[config.mk]
export PLATFORM = sky130hd
export DESIGN_NAME = running_mean_variance
export DESIGN_NICKNAME = d
export VERILOG_FILES = /design/src/hw/rtl/rmv_pkg.sv /design/src/hw/rtl/rmv_div.sv /design/src/hw/rtl/rmv_sqrt.sv /design/src/hw/rtl/running_mean_variance.sv
export SDC_FILE = /design/constraint.sdc
export NUM_CORES = 2
export LEC_CHECK = 0
export ABC_AREA = 1
export BUFFER_PORTS_ARGS = -buffer_cell sky130_fd_sc_hd__buf_4
export CAP_MARGIN = 20
export CORE_MARGIN = 10
export CORE_UTILIZATION = 29
export CTS_BUF_LIST = sky130_fd_sc_hd__clkbuf_4 sky130_fd_sc_hd__clkbuf_8
export DETAILED_ROUTE_END_ITERATION = 8
export MAX_ROUTING_LAYER = met4
export PLACE_DENSITY = 0.49
export SLEW_MARGIN = 0
export SYNTH_ARGS = -nofsm -noshare
export SYNTH_HDL_FRONTEND = slang
export SYNTH_SLANG_ARGS = --single-unit
[constraint.sdc]
create_clock -name clk_i -period 8.24 [get_ports clk_i]
set_clock_uncertainty 0.15 [all_clocks]
set_input_delay 0.412 -clock clk_i [delete_from_list [all_inputs] [get_ports clk_i]]
set_output_delay 0.412 -clock clk_i [all_outputs]
set_load 0.005 [all_outputs]
[src/hw/rtl/rmv_pkg.sv]
// ----------------------------------------------------------------------------
// rmv_pkg: shared definitions for the running mean / variance block
// Widths, command codes, sequencer states and the status word of the units.
// ----------------------------------------------------------------------------
package rmv_pkg;

  // sample count width, 8..48
  localparam int unsigned CountBits = 32;

  // fixed field widths
  localparam int unsigned SampleW = 32;
  localparam int unsigned SumW    = 64;
  localparam int unsigned RootW   = 32;
  localparam int unsigned OutW    = 160;

  // input command codes carried on tuser
  localparam logic CmdPush  = 1'b0;
  localparam logic CmdClear = 1'b1;

  // one quotient bit per step over the full 64-bit dividend
  localparam int unsigned DivSteps = 64;
  localparam int unsigned DivCntW  = $clog2(DivSteps);

  // two radicand bits per step
  localparam int unsigned RootSteps = 32;
  localparam int unsigned RootCntW  = $clog2(RootSteps);

  // sequencer states
  typedef enum logic [2:0] {
    StIdle,
    StSetup,
    StMeanDiv,
    StMult,
    StAccum,
    StVarDiv,
    StRoot,
    StDone
  } rmv_state_e;

  // status of an iterative unit
  typedef struct packed {
    logic busy;
    logic done;
  } rmv_unit_sts_t;

endpackage

[src/hw/rtl/rmv_div.sv]
// ----------------------------------------------------------------------------
// rmv_div: restoring divider, one quotient bit per cycle
// 64-bit dividend over a count-wide divisor; done pulses after 64 steps.
// ----------------------------------------------------------------------------
module rmv_div (
  input  logic                            clk_i,
  input  logic                            rst_ni,
  input  logic                            start_i,
  input  logic [rmv_pkg::SumW-1:0]        dividend_i,
  input  logic [rmv_pkg::CountBits-1:0]   divisor_i,
  output rmv_pkg::rmv_unit_sts_t          sts_o,
  output logic [rmv_pkg::SumW-1:0]        quotient_o
);

  localparam int unsigned Cb = rmv_pkg::CountBits;
  localparam int unsigned Sw = rmv_pkg::SumW;
  localparam int unsigned Cw = rmv_pkg::DivCntW;

  logic          busy_q, done_q;
  logic [Cw-1:0] cnt_q;
  logic [Cb-1:0] rem_q, dvs_q;
  logic [Sw-1:0] quo_q;

  logic [Cb:0]   shift_w, diff_w;
  logic          ge_w;
  logic [Cb-1:0] rem_next_w;

  // trial subtract of the divisor from the shifted remainder
  assign shift_w    = {rem_q, quo_q[Sw-1]};
  assign ge_w       = shift_w >= {1'b0, dvs_q};
  assign diff_w     = shift_w - {1'b0, dvs_q};
  assign rem_next_w = ge_w ? diff_w[Cb-1:0] : shift_w[Cb-1:0];

  // step control
  always_ff @(posedge clk_i or negedge rst_ni) begin
    if (!rst_ni) begin
      busy_q <= 1'b0;
      done_q <= 1'b0;
      cnt_q  <= '0;
    end else begin
      done_q <= busy_q && (cnt_q == '0);
      if (start_i) begin
        busy_q <= 1'b1;
        cnt_q  <= Cw'(rmv_pkg::DivSteps - 1);
      end else if (busy_q) begin
        if (cnt_q == '0) begin
          busy_q <= 1'b0;
        end
        cnt_q <= cnt_q - 1'b1;
      end
    end
  end

  // datapath: dividend shifts out as quotient bits shift in
  always_ff @(posedge clk_i) begin
    if (start_i) begin
      rem_q <= '0;
      quo_q <= dividend_i;
      dvs_q <= divisor_i;
    end else if (busy_q) begin
      rem_q <= rem_next_w;
      quo_q <= {quo_q[Sw-2:0], ge_w};
    end
  end

  assign sts_o.busy = busy_q;
  assign sts_o.done = done_q;
  assign quotient_o = quo_q;

endmodule

[src/hw/rtl/rmv_sqrt.sv]
// ----------------------------------------------------------------------------
// rmv_sqrt: digit-by-digit integer square root
// Truncated root of a 64-bit value, one root bit per cycle over 32 steps.
// ----------------------------------------------------------------------------
module rmv_sqrt (
  input  logic                        clk_i,
  input  logic                        rst_ni,
  input  logic                        start_i,
  input  logic [rmv_pkg::SumW-1:0]    value_i,
  output rmv_pkg::rmv_unit_sts_t      sts_o,
  output logic [rmv_pkg::RootW-1:0]   root_o
);

  localparam int unsigned Sw = rmv_pkg::SumW;
  localparam int unsigned Rw = rmv_pkg::RootW;
  localparam int unsigned Cw = rmv_pkg::RootCntW;

  logic          busy_q, done_q;
  logic [Cw-1:0] cnt_q;
  logic [Sw-1:0] val_q;
  logic [Rw:0]   rem_q;
  logic [Rw-1:0] root_q;

  logic [Rw+2:0] shift_w, trial_w, diff_w;
  logic          ge_w;

  // bring down two bits, try 4*root+1
  assign shift_w = {rem_q, val_q[Sw-1:Sw-2]};
  assign trial_w = {1'b0, root_q, 2'b01};
  assign ge_w    = shift_w >= trial_w;
  assign diff_w  = shift_w - trial_w;

  // step control
  always_ff @(posedge clk_i or negedge rst_ni) begin
    if (!rst_ni) begin
      busy_q <= 1'b0;
      done_q <= 1'b0;
      cnt_q  <= '0;
    end else begin
      done_q <= busy_q && (cnt_q == '0);
      if (start_i) begin
        busy_q <= 1'b1;
        cnt_q  <= Cw'(rmv_pkg::RootSteps - 1);
      end else if (busy_q) begin
        if (cnt_q == '0) begin
          busy_q <= 1'b0;
        end
        cnt_q <= cnt_q - 1'b1;
      end
    end
  end

  // datapath
  always_ff @(posedge clk_i) begin
    if (start_i) begin
      val_q  <= value_i;
      rem_q  <= '0;
      root_q <= '0;
    end else if (busy_q) begin
      val_q  <= {val_q[Sw-3:0], 2'b00};
      rem_q  <= ge_w ? diff_w[Rw:0] : shift_w[Rw:0];
      root_q <= {root_q[Rw-2:0], ge_w};
    end
  end

  assign sts_o.busy = busy_q;
  assign sts_o.done = done_q;
  assign root_o     = root_q;

endmodule

[src/hw/rtl/running_mean_variance.sv]
// ----------------------------------------------------------------------------
// running_mean_variance: Welford running count, mean, variance and deviation
// Clears or pushes one Q15.16 sample per word and reports one stats word.
// ----------------------------------------------------------------------------
// Flow: a clear or a first push goes through StSetup and StDone to the
//   output register; other pushes also pass the 64-step mean divide, the
//   multiply, accumulate, 64-step variance divide and 32-step root (iterative units).
// A new word waits until the last one leaves StDone; tready is high only idle.
// Reset: asynchronous, active low; count, mean and sum return to zero.
// ----------------------------------------------------------------------------
module running_mean_variance (
  input  logic                        clk_i,
  input  logic                        rst_ni,
  input  logic                        s_axis_tvalid_i,
  output logic                        s_axis_tready_o,
  input  logic [31:0]                 s_axis_tdata_i,  // [31:0] sample
  input  logic                        s_axis_tuser_i,  // [0] cmd
  output logic                        m_axis_tvalid_o,
  input  logic                        m_axis_tready_i,
  // [31:0] sample_count, [63:32] mean_value, [127:64] variance_value,
  // [159:128] deviation_value
  output logic [rmv_pkg::OutW-1:0]    m_axis_tdata_o,
  output logic                        m_axis_tuser_o   // [0] saturated
);

  localparam int unsigned Cb = rmv_pkg::CountBits;
  localparam int unsigned Xw = rmv_pkg::SampleW;
  localparam int unsigned Sw = rmv_pkg::SumW;
  localparam int unsigned Rw = rmv_pkg::RootW;
  localparam logic [Cb-1:0] CountMax = '1;

  rmv_pkg::rmv_state_e state_q, state_d;

  // statistics
  logic [Cb-1:0] count_q, count_d;
  logic [Xw-1:0] mean_q, mean_d;
  logic [Sw-1:0] sum_q, sum_d;

  // item and intermediates
  logic          cmd_q;
  logic [Xw-1:0] sample_q;
  logic [Xw-1:0] mag1_q, mag1_d;
  logic          neg_q, neg_d;
  logic [Sw-1:0] prod_q, prod_d;
  logic [Sw-1:0] var_q, var_d;
  logic [Rw-1:0] dev_q, dev_d;

  // output register
  logic                     out_vld_q, out_vld_d;
  logic [rmv_pkg::OutW-1:0] out_data_q;
  logic                     out_sat_q;
  logic                     load_out;

  // unit hookup
  logic                   div_start, root_start;
  logic [Sw-1:0]          div_dividend, div_quo;
  logic [Cb-1:0]          div_divisor;
  logic [Rw-1:0]          root_res;
  rmv_pkg::rmv_unit_sts_t div_sts, root_sts;

  // datapath helpers
  logic          in_acc;
  logic [Cb-1:0] count_inc;
  logic [Xw:0]   d1_w, d2_w, mag1_w, mag2_w;
  logic [Xw:0]   step_w, new_mean_w;
  logic [Sw-1:0] prod_w;
  logic [Sw:0]   sum_add_w;
  logic [Sw-1:0] sum_sat_w;

  assign in_acc    = s_axis_tvalid_i && s_axis_tready_o;
  assign count_inc = (count_q == CountMax) ? count_q : count_q + 1'b1;

  // first deviation against the old mean
  assign d1_w   = {sample_q[Xw-1], sample_q} - {mean_q[Xw-1], mean_q};
  assign mag1_w = d1_w[Xw] ? (Xw+1)'(0) - d1_w : d1_w;

  // mean moves by the truncated quotient, toward the sample
  assign step_w     = neg_q ? (Xw+1)'(0) - {1'b0, div_quo[Xw-1:0]}
                            : {1'b0, div_quo[Xw-1:0]};
  assign new_mean_w = {mean_q[Xw-1], mean_q} + step_w;

  // second deviation against the new mean, same sign as the first
  assign d2_w   = {sample_q[Xw-1], sample_q} - {mean_q[Xw-1], mean_q};
  assign mag2_w = d2_w[Xw] ? (Xw+1)'(0) - d2_w : d2_w;
  assign prod_w = mag1_q * mag2_w[Xw-1:0];

  // saturating accumulate
  assign sum_add_w = {1'b0, sum_q} + {1'b0, prod_q};
  assign sum_sat_w = sum_add_w[Sw] ? '1 : sum_add_w[Sw-1:0];

  // sequencer
  always_comb begin
    state_d      = state_q;
    count_d      = count_q;
    mean_d       = mean_q;
    sum_d        = sum_q;
    mag1_d       = mag1_q;
    neg_d        = neg_q;
    prod_d       = prod_q;
    var_d        = var_q;
    dev_d        = dev_q;
    div_start    = 1'b0;
    div_dividend = {{(Sw-Xw){1'b0}}, mag1_w[Xw-1:0]};
    div_divisor  = count_inc;
    root_start   = 1'b0;
    load_out     = 1'b0;
    out_vld_d    = out_vld_q && !m_axis_tready_i;

    case (state_q)
      rmv_pkg::StIdle: begin
        if (in_acc) begin
          state_d = rmv_pkg::StSetup;
        end
      end
      rmv_pkg::StSetup: begin
        if (cmd_q == rmv_pkg::CmdClear) begin
          count_d = '0;
          mean_d  = '0;
          sum_d   = '0;
          var_d   = '0;
          dev_d   = '0;
          state_d = rmv_pkg::StDone;
        end else if (count_inc == Cb'(1)) begin
          // first sample sets the mean outright
          count_d = count_inc;
          mean_d  = sample_q;
          sum_d   = '0;
          var_d   = '0;
          dev_d   = '0;
          state_d = rmv_pkg::StDone;
        end else begin
          count_d   = count_inc;
          mag1_d    = mag1_w[Xw-1:0];
          neg_d     = d1_w[Xw];
          div_start = 1'b1;
          state_d   = rmv_pkg::StMeanDiv;
        end
      end
      rmv_pkg::StMeanDiv: begin
        if (div_sts.done) begin
          mean_d  = new_mean_w[Xw-1:0];
          state_d = rmv_pkg::StMult;
        end
      end
      rmv_pkg::StMult: begin
        prod_d  = prod_w;
        state_d = rmv_pkg::StAccum;
      end
      rmv_pkg::StAccum: begin
        // count is at least two here
        sum_d        = sum_sat_w;
        div_start    = 1'b1;
        div_dividend = sum_sat_w;
        div_divisor  = count_q - 1'b1;
        state_d      = rmv_pkg::StVarDiv;
      end
      rmv_pkg::StVarDiv: begin
        if (div_sts.done) begin
          var_d      = div_quo;
          root_start = 1'b1;
          state_d    = rmv_pkg::StRoot;
        end
      end
      rmv_pkg::StRoot: begin
        if (root_sts.done) begin
          dev_d   = root_res;
          state_d = rmv_pkg::StDone;
        end
      end
      rmv_pkg::StDone: begin
        if (!out_vld_q || m_axis_tready_i) begin
          load_out  = 1'b1;
          out_vld_d = 1'b1;
          state_d   = rmv_pkg::StIdle;
        end
      end
      default: begin
        state_d = rmv_pkg::StIdle;
      end
    endcase
  end

  // control and statistics registers
  always_ff @(posedge clk_i or negedge rst_ni) begin
    if (!rst_ni) begin
      state_q   <= rmv_pkg::StIdle;
      count_q   <= '0;
      mean_q    <= '0;
      sum_q     <= '0;
      out_vld_q <= 1'b0;
    end else begin
      state_q   <= state_d;
      count_q   <= count_d;
      mean_q    <= mean_d;
      sum_q     <= sum_d;
      out_vld_q <= out_vld_d;
    end
  end

  // payload registers
  always_ff @(posedge clk_i) begin
    if (in_acc) begin
      cmd_q    <= s_axis_tuser_i;
      sample_q <= s_axis_tdata_i;
    end
    mag1_q <= mag1_d;
    neg_q  <= neg_d;
    prod_q <= prod_d;
    var_q  <= var_d;
    dev_q  <= dev_d;
    if (load_out) begin
      out_data_q <= {dev_q, var_q, mean_q, 32'(count_q)};
      out_sat_q  <= (count_q == CountMax) || (sum_q == '1);
    end
  end

  rmv_div u_div (
    .clk_i      (clk_i),
    .rst_ni     (rst_ni),
    .start_i    (div_start),
    .dividend_i (div_dividend),
    .divisor_i  (div_divisor),
    .sts_o      (div_sts),
    .quotient_o (div_quo)
  );

  rmv_sqrt u_sqrt (
    .clk_i   (clk_i),
    .rst_ni  (rst_ni),
    .start_i (root_start),
    .value_i (div_quo),
    .sts_o   (root_sts),
    .root_o  (root_res)
  );

  assign s_axis_tready_o = (state_q == rmv_pkg::StIdle);
  assign m_axis_tvalid_o = out_vld_q;
  assign m_axis_tdata_o  = out_data_q;
  assign m_axis_tuser_o  = out_sat_q;

  // units are quiet whenever a new word can be taken
  a_idle_units: assert property (@(posedge clk_i) disable iff (!rst_ni)
    s_axis_tready_o |-> !div_sts.busy && !root_sts.busy)
    else $error("iterative unit busy while idle");

  // divider finishes only where the sequencer waits for it
  a_div_done: assert property (@(posedge clk_i) disable iff (!rst_ni)
    div_sts.done |-> (state_q == rmv_pkg::StMeanDiv || state_q == rmv_pkg::StVarDiv))
    else $error("divider done outside a divide state");

  // root finishes only in its wait state
  a_root_done: assert property (@(posedge clk_i) disable iff (!rst_ni)
    root_sts.done |-> state_q == rmv_pkg::StRoot)
    else $error("root done outside root state");

  // no squared deviation without two samples
  a_sum_empty: assert property (@(posedge clk_i) disable iff (!rst_ni)
    (count_q == '0 || count_q == Cb'(1)) |-> sum_q == '0)
    else $error("deviation sum nonzero below two samples");

endmodule
## Word level (Yosys, flattened, before mapping)

Cells that the tools add are included.

- Input bits: 37
- Logic and storage cells: 134
- Register bits after elaboration: 791
- Memory bits (writable): 0
- ROM bits: 0
- Memories: 0
- Latch bits: 0

- Divide/modulo/power cells: 0
- Shifts and indexed selects: 0
- Multipliers: 1
- Reductions and logical operators: 23
- Add/sub/neg operators: 11
- Eq/ne operators: 16
- Magnitude comparators: 2
- Muxes and demuxes: 53
- Bitwise gates (word level): 2

Operator list:

| operator | count |
|---|---|
| $mux 64 | 9 |
| $mux 32 | 12 |
| $pmux 64 s2 | 2 |
| $pmux 32 s2 | 2 |
| $add 64x64->65 | 1 |
| $eq 64x64->1 const B | 1 |
| $mul 32x32->64 | 1 |
| $sub 1x32->32 const A | 2 |
| $ge 35x34->1 | 1 |
| $ge 33x32->1 | 1 |
| $mux 33 | 1 |
| $sub 32x32->33 | 1 |
| $sub 33x33->33 | 1 |
| $add 32x1->32 const B | 1 |
| $add 32x32->32 | 1 |
| $eq 32x1->1 const B | 1 |
| $eq 32x32->1 const B | 1 |
| $sub 32x1->32 const B | 1 |
| $sub 32x32->32 | 1 |
| $pmux 3 s8 | 1 |
| $mux 3 | 7 |
| $mux 1 | 14 |
| $eq 3x3->1 const B | 4 |
| $mux 6 | 2 |
| other kinds (20) | 39 |

## Depth between registers and ports, before layout

- Word-level depth: 7
- Gate-level depth with buffers: 52

## By module

From an unflattened synthesis, not the netlist that was laid out.

- Cell total of the unflattened synthesis: 10100
- Area, all modules: 80579.8 um^2

By module, submodules not included:

| module | cells an instance | area an instance (um^2) | seq. area each (um^2) | times used |
|---|---|---|---|---|
| running_mean_variance | 7789 | 63928.8 | 14924.3 | 1 |
| rmv_div | 1133 | 8366.8 | 3723.6 | 1 |
| rmv_sqrt | 1178 | 8284.2 | 3398.3 | 1 |

## Worst setup path before layout

Ideal clock, no wire load.

- Path kind: register to register
- Start: register mean_q[0]
- End: register prod_q[61] (data pin)
- Setup slack: -682 ps
- Setup time: 262 ps
- Arrival time: 8510 ps
- Stages on the path, launching flop included: 48
- Period minus slack after synthesis: 8922 ps
- Cell sequence: dfrtp_1 -> ha_1 -> fa_1 -> inv_1 -> nand3_1 -> nand2_1 -> nand2_1 -> nand2_1 -> nand2_1 -> nand2_1 -> nand4_1 -> nand2_1 -> nand2_1 -> nand2_2 -> inv_2 -> buf_4 -> buf_2 -> o21ai_0 -> (+12 left out) -> fa_1 -> fa_1 -> inv_1 -> fa_1 -> inv_1 -> ha_1 -> nand2_1 -> nor2_1 -> inv_1 -> nor2_1 -> inv_1 -> nor4_1 -> nand3_1 -> nand3_1 -> nand2_1 -> o211ai_1 -> a21oi_1 -> xor2_1

RTL lines:

| element | RTL line | RTL |
|---|---|---|
| from (decl) | running_mean_variance.sv:36 | `logic [Xw-1:0] mean_q, mean_d;` |
| from (signal assigned) | running_mean_variance.sv:194 | `mean_q <= mean_d;` |
| $sub 32x32->33 | -- |  |
| via d1_w[32] | running_mean_variance.sv:64 | `logic [Xw:0] d1_w, d2_w, mag1_w, mag2_w;` |
| $mux 32 | -- |  |
| via mag1_w[2] | running_mean_variance.sv:64 |  |
| $mul 32x32->64 | running_mean_variance.sv:85 | `assign prod_w = mag1_q * mag2_w[Xw-1:0];` |
| via prod_w[61] | running_mean_variance.sv:66 | `logic [Sw-1:0] prod_w;` |
| to (signal assigned) | running_mean_variance.sv:208 | `prod_q <= prod_d;` |
| to (decl) | running_mean_variance.sv:44 | `logic [Sw-1:0] prod_q, prod_d;` |

The timed path passes the listed nets, and every way through them passes these cells.
A chain may end at the register's enable or synchronous reset.

## Worst setup path after layout

- Start: register mean_q[0]
- End: register prod_q[40] (data pin)

- Cells in the longest elaborated chain, start to end: 4

Ends and longest elaborated chain:

| element | RTL line | RTL |
|---|---|---|
| $sub 32x32->33 (*) | running_mean_variance.sv:83 | `assign d2_w = {sample_q[Xw-1], sample_q} - {mean_q[Xw-1], mean_q};` |
| $sub 1x32->32 | running_mean_variance.sv:84 | `assign mag2_w = d2_w[Xw] ? (Xw+1)'(0) - d2_w : d2_w;` |
| $mux 32 (*) | running_mean_variance.sv:84 |  |
| $mul 32x32->64 (*) | running_mean_variance.sv:85 |  |
| via prod_w[40] | running_mean_variance.sv:66 |  |

Mark *: on every way through the listed nets, which the timed path passes. The rest lies on a longest branch.

==> flow_metrics.tcl <==
set metrics [dict create \
    initialDrtViolationCount 4809 \
    grt_max_degree 85 \
    tritoncts_clock_tree "done" \
    placement.io_buffers 199 \
    final_global_route_overflow_total 0 \
    setup.reg_to_reg.worst_slack_ps -1300 \
    gp_congestion 0.952 \
    yosysWarningCount 0 \
    grt_setup_unrepaired "yes" \
    filler_cell_count 27300 \
    hold_slack_ps 134 \
    initial_core_utilization_pct 29.2 \
    drcViolationCount 0 \
    antenna_found_initial 11 \
    cts_max_level 4 \
    finalHoldViolations 0 \
    routed_wirelength_um 303000 \
    routed_wire_length_per_instance_um 21.4 \
    critical_path_buf_inv_count 9 \
    pwr_per_cell_area_nw_per_um2 138 \
    dpl-instance-area_um2 89100 \
    top_layer "met4" \
    synth-compound-area-share_pct 8.14 \
    report.final.setup_viol 51 \
    number_of_synthesized_register_bits 791 \
    reg2regPathDepth 40 \
    synth_top_flop_cell "edfxtp_1" \
    synth-adder-area-share_pct 30.8 \
    count_of_standard_cell_rows 189 \
    top_level_ports 200 \
    max_slew_margin_pct 29.3 \
    dp_hpwl_um 244000 \
    cts.clk_slew.worst_paths_ps 60 \
    timing.hold.worst.class "in -> reg" \
    max-vdd-ir-drop_mv 0.185 \
    leakage_nw 46.4 \
    path_max_fanout 6 \
    min_from "s_axis_tdata_i[7]" \
    average_instance_area_after_synthesis_um2 8.28 \
    post_drt_via_cell_ratio 4.78 \
    detailroute.wirelength.met2_um 141000 \
    insertion_delay_ps 950 \
    post-layout-total-power_w 0.0135 \
    setup_slack_ps -1300 \
    number_of_cells_produced_by_synthesis 9358 \
    xor_xnor_portion_of_the_synthesized_cell_area_pct 2.77 \
    final_min_period_over_clock_period_pct 116 \
    reg2reg_to "prod_q[40]" \
    yosys.area_share.simple_pct 19.4 \
    clock-sinks 791 \
    startpoint_type "flop" \
    r2r-start "mean_q[0]" \
    slowest_delay_ps 600 \
    synthToLayoutAreaGrowth_pct 26.4 \
    run_status "complete, but fails checks" \
    synth_fp_nets 10800 \
    nNetsFinal 11800 \
    post-synth-top-area-cell "fa_1" \
    clock_path_buffers 3 \
    drtAntennaViolNets 0 \
    fraction_of_synthesis_flops_using_an_asynchronous_set_or_reset_pin_pct 18.6 \
    num_vias 67400 \
    timing.critical_path.arrival_ps 10010 \
    die_area_um2 288000 \
    worst_hold_path.endpoint "sample_q[7]" \
    violations "negative setup slack" \
    max_slew.worst_pin.slew_ps 1060 \
    muxShareOfSynthArea_pct 0 \
    synth_top_cell_area_share_pct 23.3 \
    stdcell_area_um2 97900 \
    min_delay_path_depth 2 \
    numCtsBuffers 152 \
    grt_pass1_wl_um 454000 \
    number_of_enable_type_register_cells_in_the_synthesized_netlist 547 \
    routedLengthMet1_um 134000 \
    drive_above_1_share_pct 20.5 \
    die_w_um 537 \
    largest_family_of_logic_cells_by_synthesized_area "adder cells" \
    drv.max_cap_violation_count 0 \
    yosys-top-cells-area "fa_1 (23%), edfxtp_1 (21%), nand2_1 (10%)" \
    fin_crit_ps 9540 \
    synth_cell_types 57 \
    max_freq_ghz 0.105 \
    cp_top_family "adder cells" \
    mappedNetlistArea_um2 77500 \
    design.core.area_um2 266000 \
    slew_violations 0 \
    slowest_stage "fa_2" \
    first_pass_iteration_count_of_the_detailed_router 7 \
    grt_pass1_vias 71100 \
    cts.root.buffer_cell "clkbuf_8" \
    cpMostUsedCell "fa_1" \
    critical_path_class "reg -> reg" \
    grtUsageTotal_pct 21.3 \
    die_y_um 537 \
    timing.critical_path.to_type "flop" \
    synth_sequential_area_ratio_pct 28.5 \
    route.met3.wl_um 14800 \
    critPathRequiredTime_ps 8710 \
]
-- flip-flops by register name (all words and copies together), names as in the netlist, 3 cells and up --
signal,cells
sample_q,32
sum_q,64
u_sqrt.cnt_q,5
u_sqrt.rem_q,33
u_sqrt.val_q,64
u_div.rem_q,32
dev_q,32
mean_q,32
mag1_q,32
prod_q,64
state_q,3
u_sqrt.root_o,32
u_div.dvs_q,32
var_q,64
u_div.quotient_o,64
m_axis_tdata_o,160
count_q,32
u_div.cnt_q,6
-- cells in the final DEF, fill, tap and decap left out, types with 56 or more instances in the layout --
cell / instances
dlygate4sd3_1: 56
ha_1: 405
buf_4: 1048
fa_2: 56
nand3_1: 282
buf_6: 67
buf_12: 56
inv_1: 1662
clkbuf_8: 169
nor2_1: 946
edfxtp_1: 547
nor3_1: 70
fa_1: 844
dfxtp_1: 97
inv_2: 94
dfrtp_1: 147
a21oi_1: 335
nand2_1: 1949
o21ai_0: 390
xor2_1: 169
nand2_2: 132
-- repair_timing --
item	4_1_cts	5_1_grt
hold endpoints to repair	109	0
gates resized for setup	484	364
hold buffers	57	0
setup endpoints to repair	54	56
gates cloned	4	2
pin swaps	177	161
setup buffers	180	55
-- where the power goes --
group / total [W] / switching, W / internal (W) / leakage, nW
Sequential: 0.00514 / 0.000410 / 0.00473 / 7.43
Combinational: 0.00415 / 0.00272 / 0.00142 / 37.2
Clock: 0.00423 / 0.00189 / 0.00234 / 1.72
Total: 0.0135 / 0.00502 / 0.00849 / 46.4
-- worst reg2reg max path: cells and delay by family (launching register included) --
kind                     cells  cell delay (ps)
adder cells (fa/ha/maj)     11             5140
AND/OR/NAND/NOR             13             1590
AO/OA/AOI/OAI                6              970
buffers and inverters        9              830
flip-flops                   1              420
XOR/XNOR                     1              120
-- layer usage --
| metal | global-route usage (%) | vias to the layer above |
|---|---|---|
| met1 | 27.5 | 33600 |
| met4 | 7.51 | 0 |
| li1 | - | 31400 |
| met5 | - | - |
| met3 | 2.52 | 477 |
| met2 | 34.6 | 1912 |
-- worst max-delay path by stage --
stage,from,end,slack [ps],depth (start not counted)
2_1_floorplan,mean_q[0],prod_q[58],-370,38
3_3_place_gp,sample_q[2],prod_q[40],-1530,44
3_5_place_dp,sample_q[2],prod_q[40],-1610,44
4_1_cts,sample_q[0],prod_q[40],-1150,42
5_1_grt,sample_q[0],prod_q[40],-1570,41
6_report,mean_q[0],prod_q[40],-1300,40
-- stage by stage --
step                      instances  setup slack (ps)  setup TNS, ps  utilization [%]
final                         14100             -1300         -45560             36.9
after global routing          14100             -1570         -61080             36.9
after CTS                     14100             -1150         -43430             36.3
after detailed placement      13600             -1610         -55860             33.5
after global placement        13600             -1530         -53300             33.5
after floorplan                9358              -367          -4260                -
-- cell families after synthesis --
kind of cell	Yosys count
adders and majority gates	1364
DFF	791
xor gates and xnor gates	245
AOI/OAI and AO/OA	1123
and+or+nand+nor	3722
buffers and inverters	2113
-- cells in the mapped netlist (all sizes together) (4+ instances only) --
library cell / instances
o31ai: 5
buf: 114
nand3: 322
a21oi: 398
nand3b: 51
o211ai: 18
or2: 10
dfxtp: 97
o21bai: 33
dfrtp: 147
o21ai: 438
xor2: 180
inv: 1779
a221oi: 4
and2: 4
a21o: 46
a31oi: 54
nand2: 2119
fa: 900
clkinv: 20
clkbuf: 200
edfxtp: 547
nor3: 86
a21boi: 17
a211oi: 4
nor4: 23
nor2: 1049
a22o: 10
o21a: 22
ha: 464
xnor2: 65
o22ai: 18
and3: 8
nand4: 50
a22oi: 38
-- final cells by class --
cell class	instances	area, um^2	area share (%)
inverters	1799	6860	7.01
well taps	3533	4420	4.52
repair inverters	1	8.76	0.00895
flip-flops and latches	791	22000	22.5
multi-input cells	6454	50600	51.7
diodes	7	17.5	0.0179
repair buffers	1246	10700	10.9
clock inverters	57	514	0.525
clock buffers	223	2730	2.79
Power figures use the tool's default switching activity.
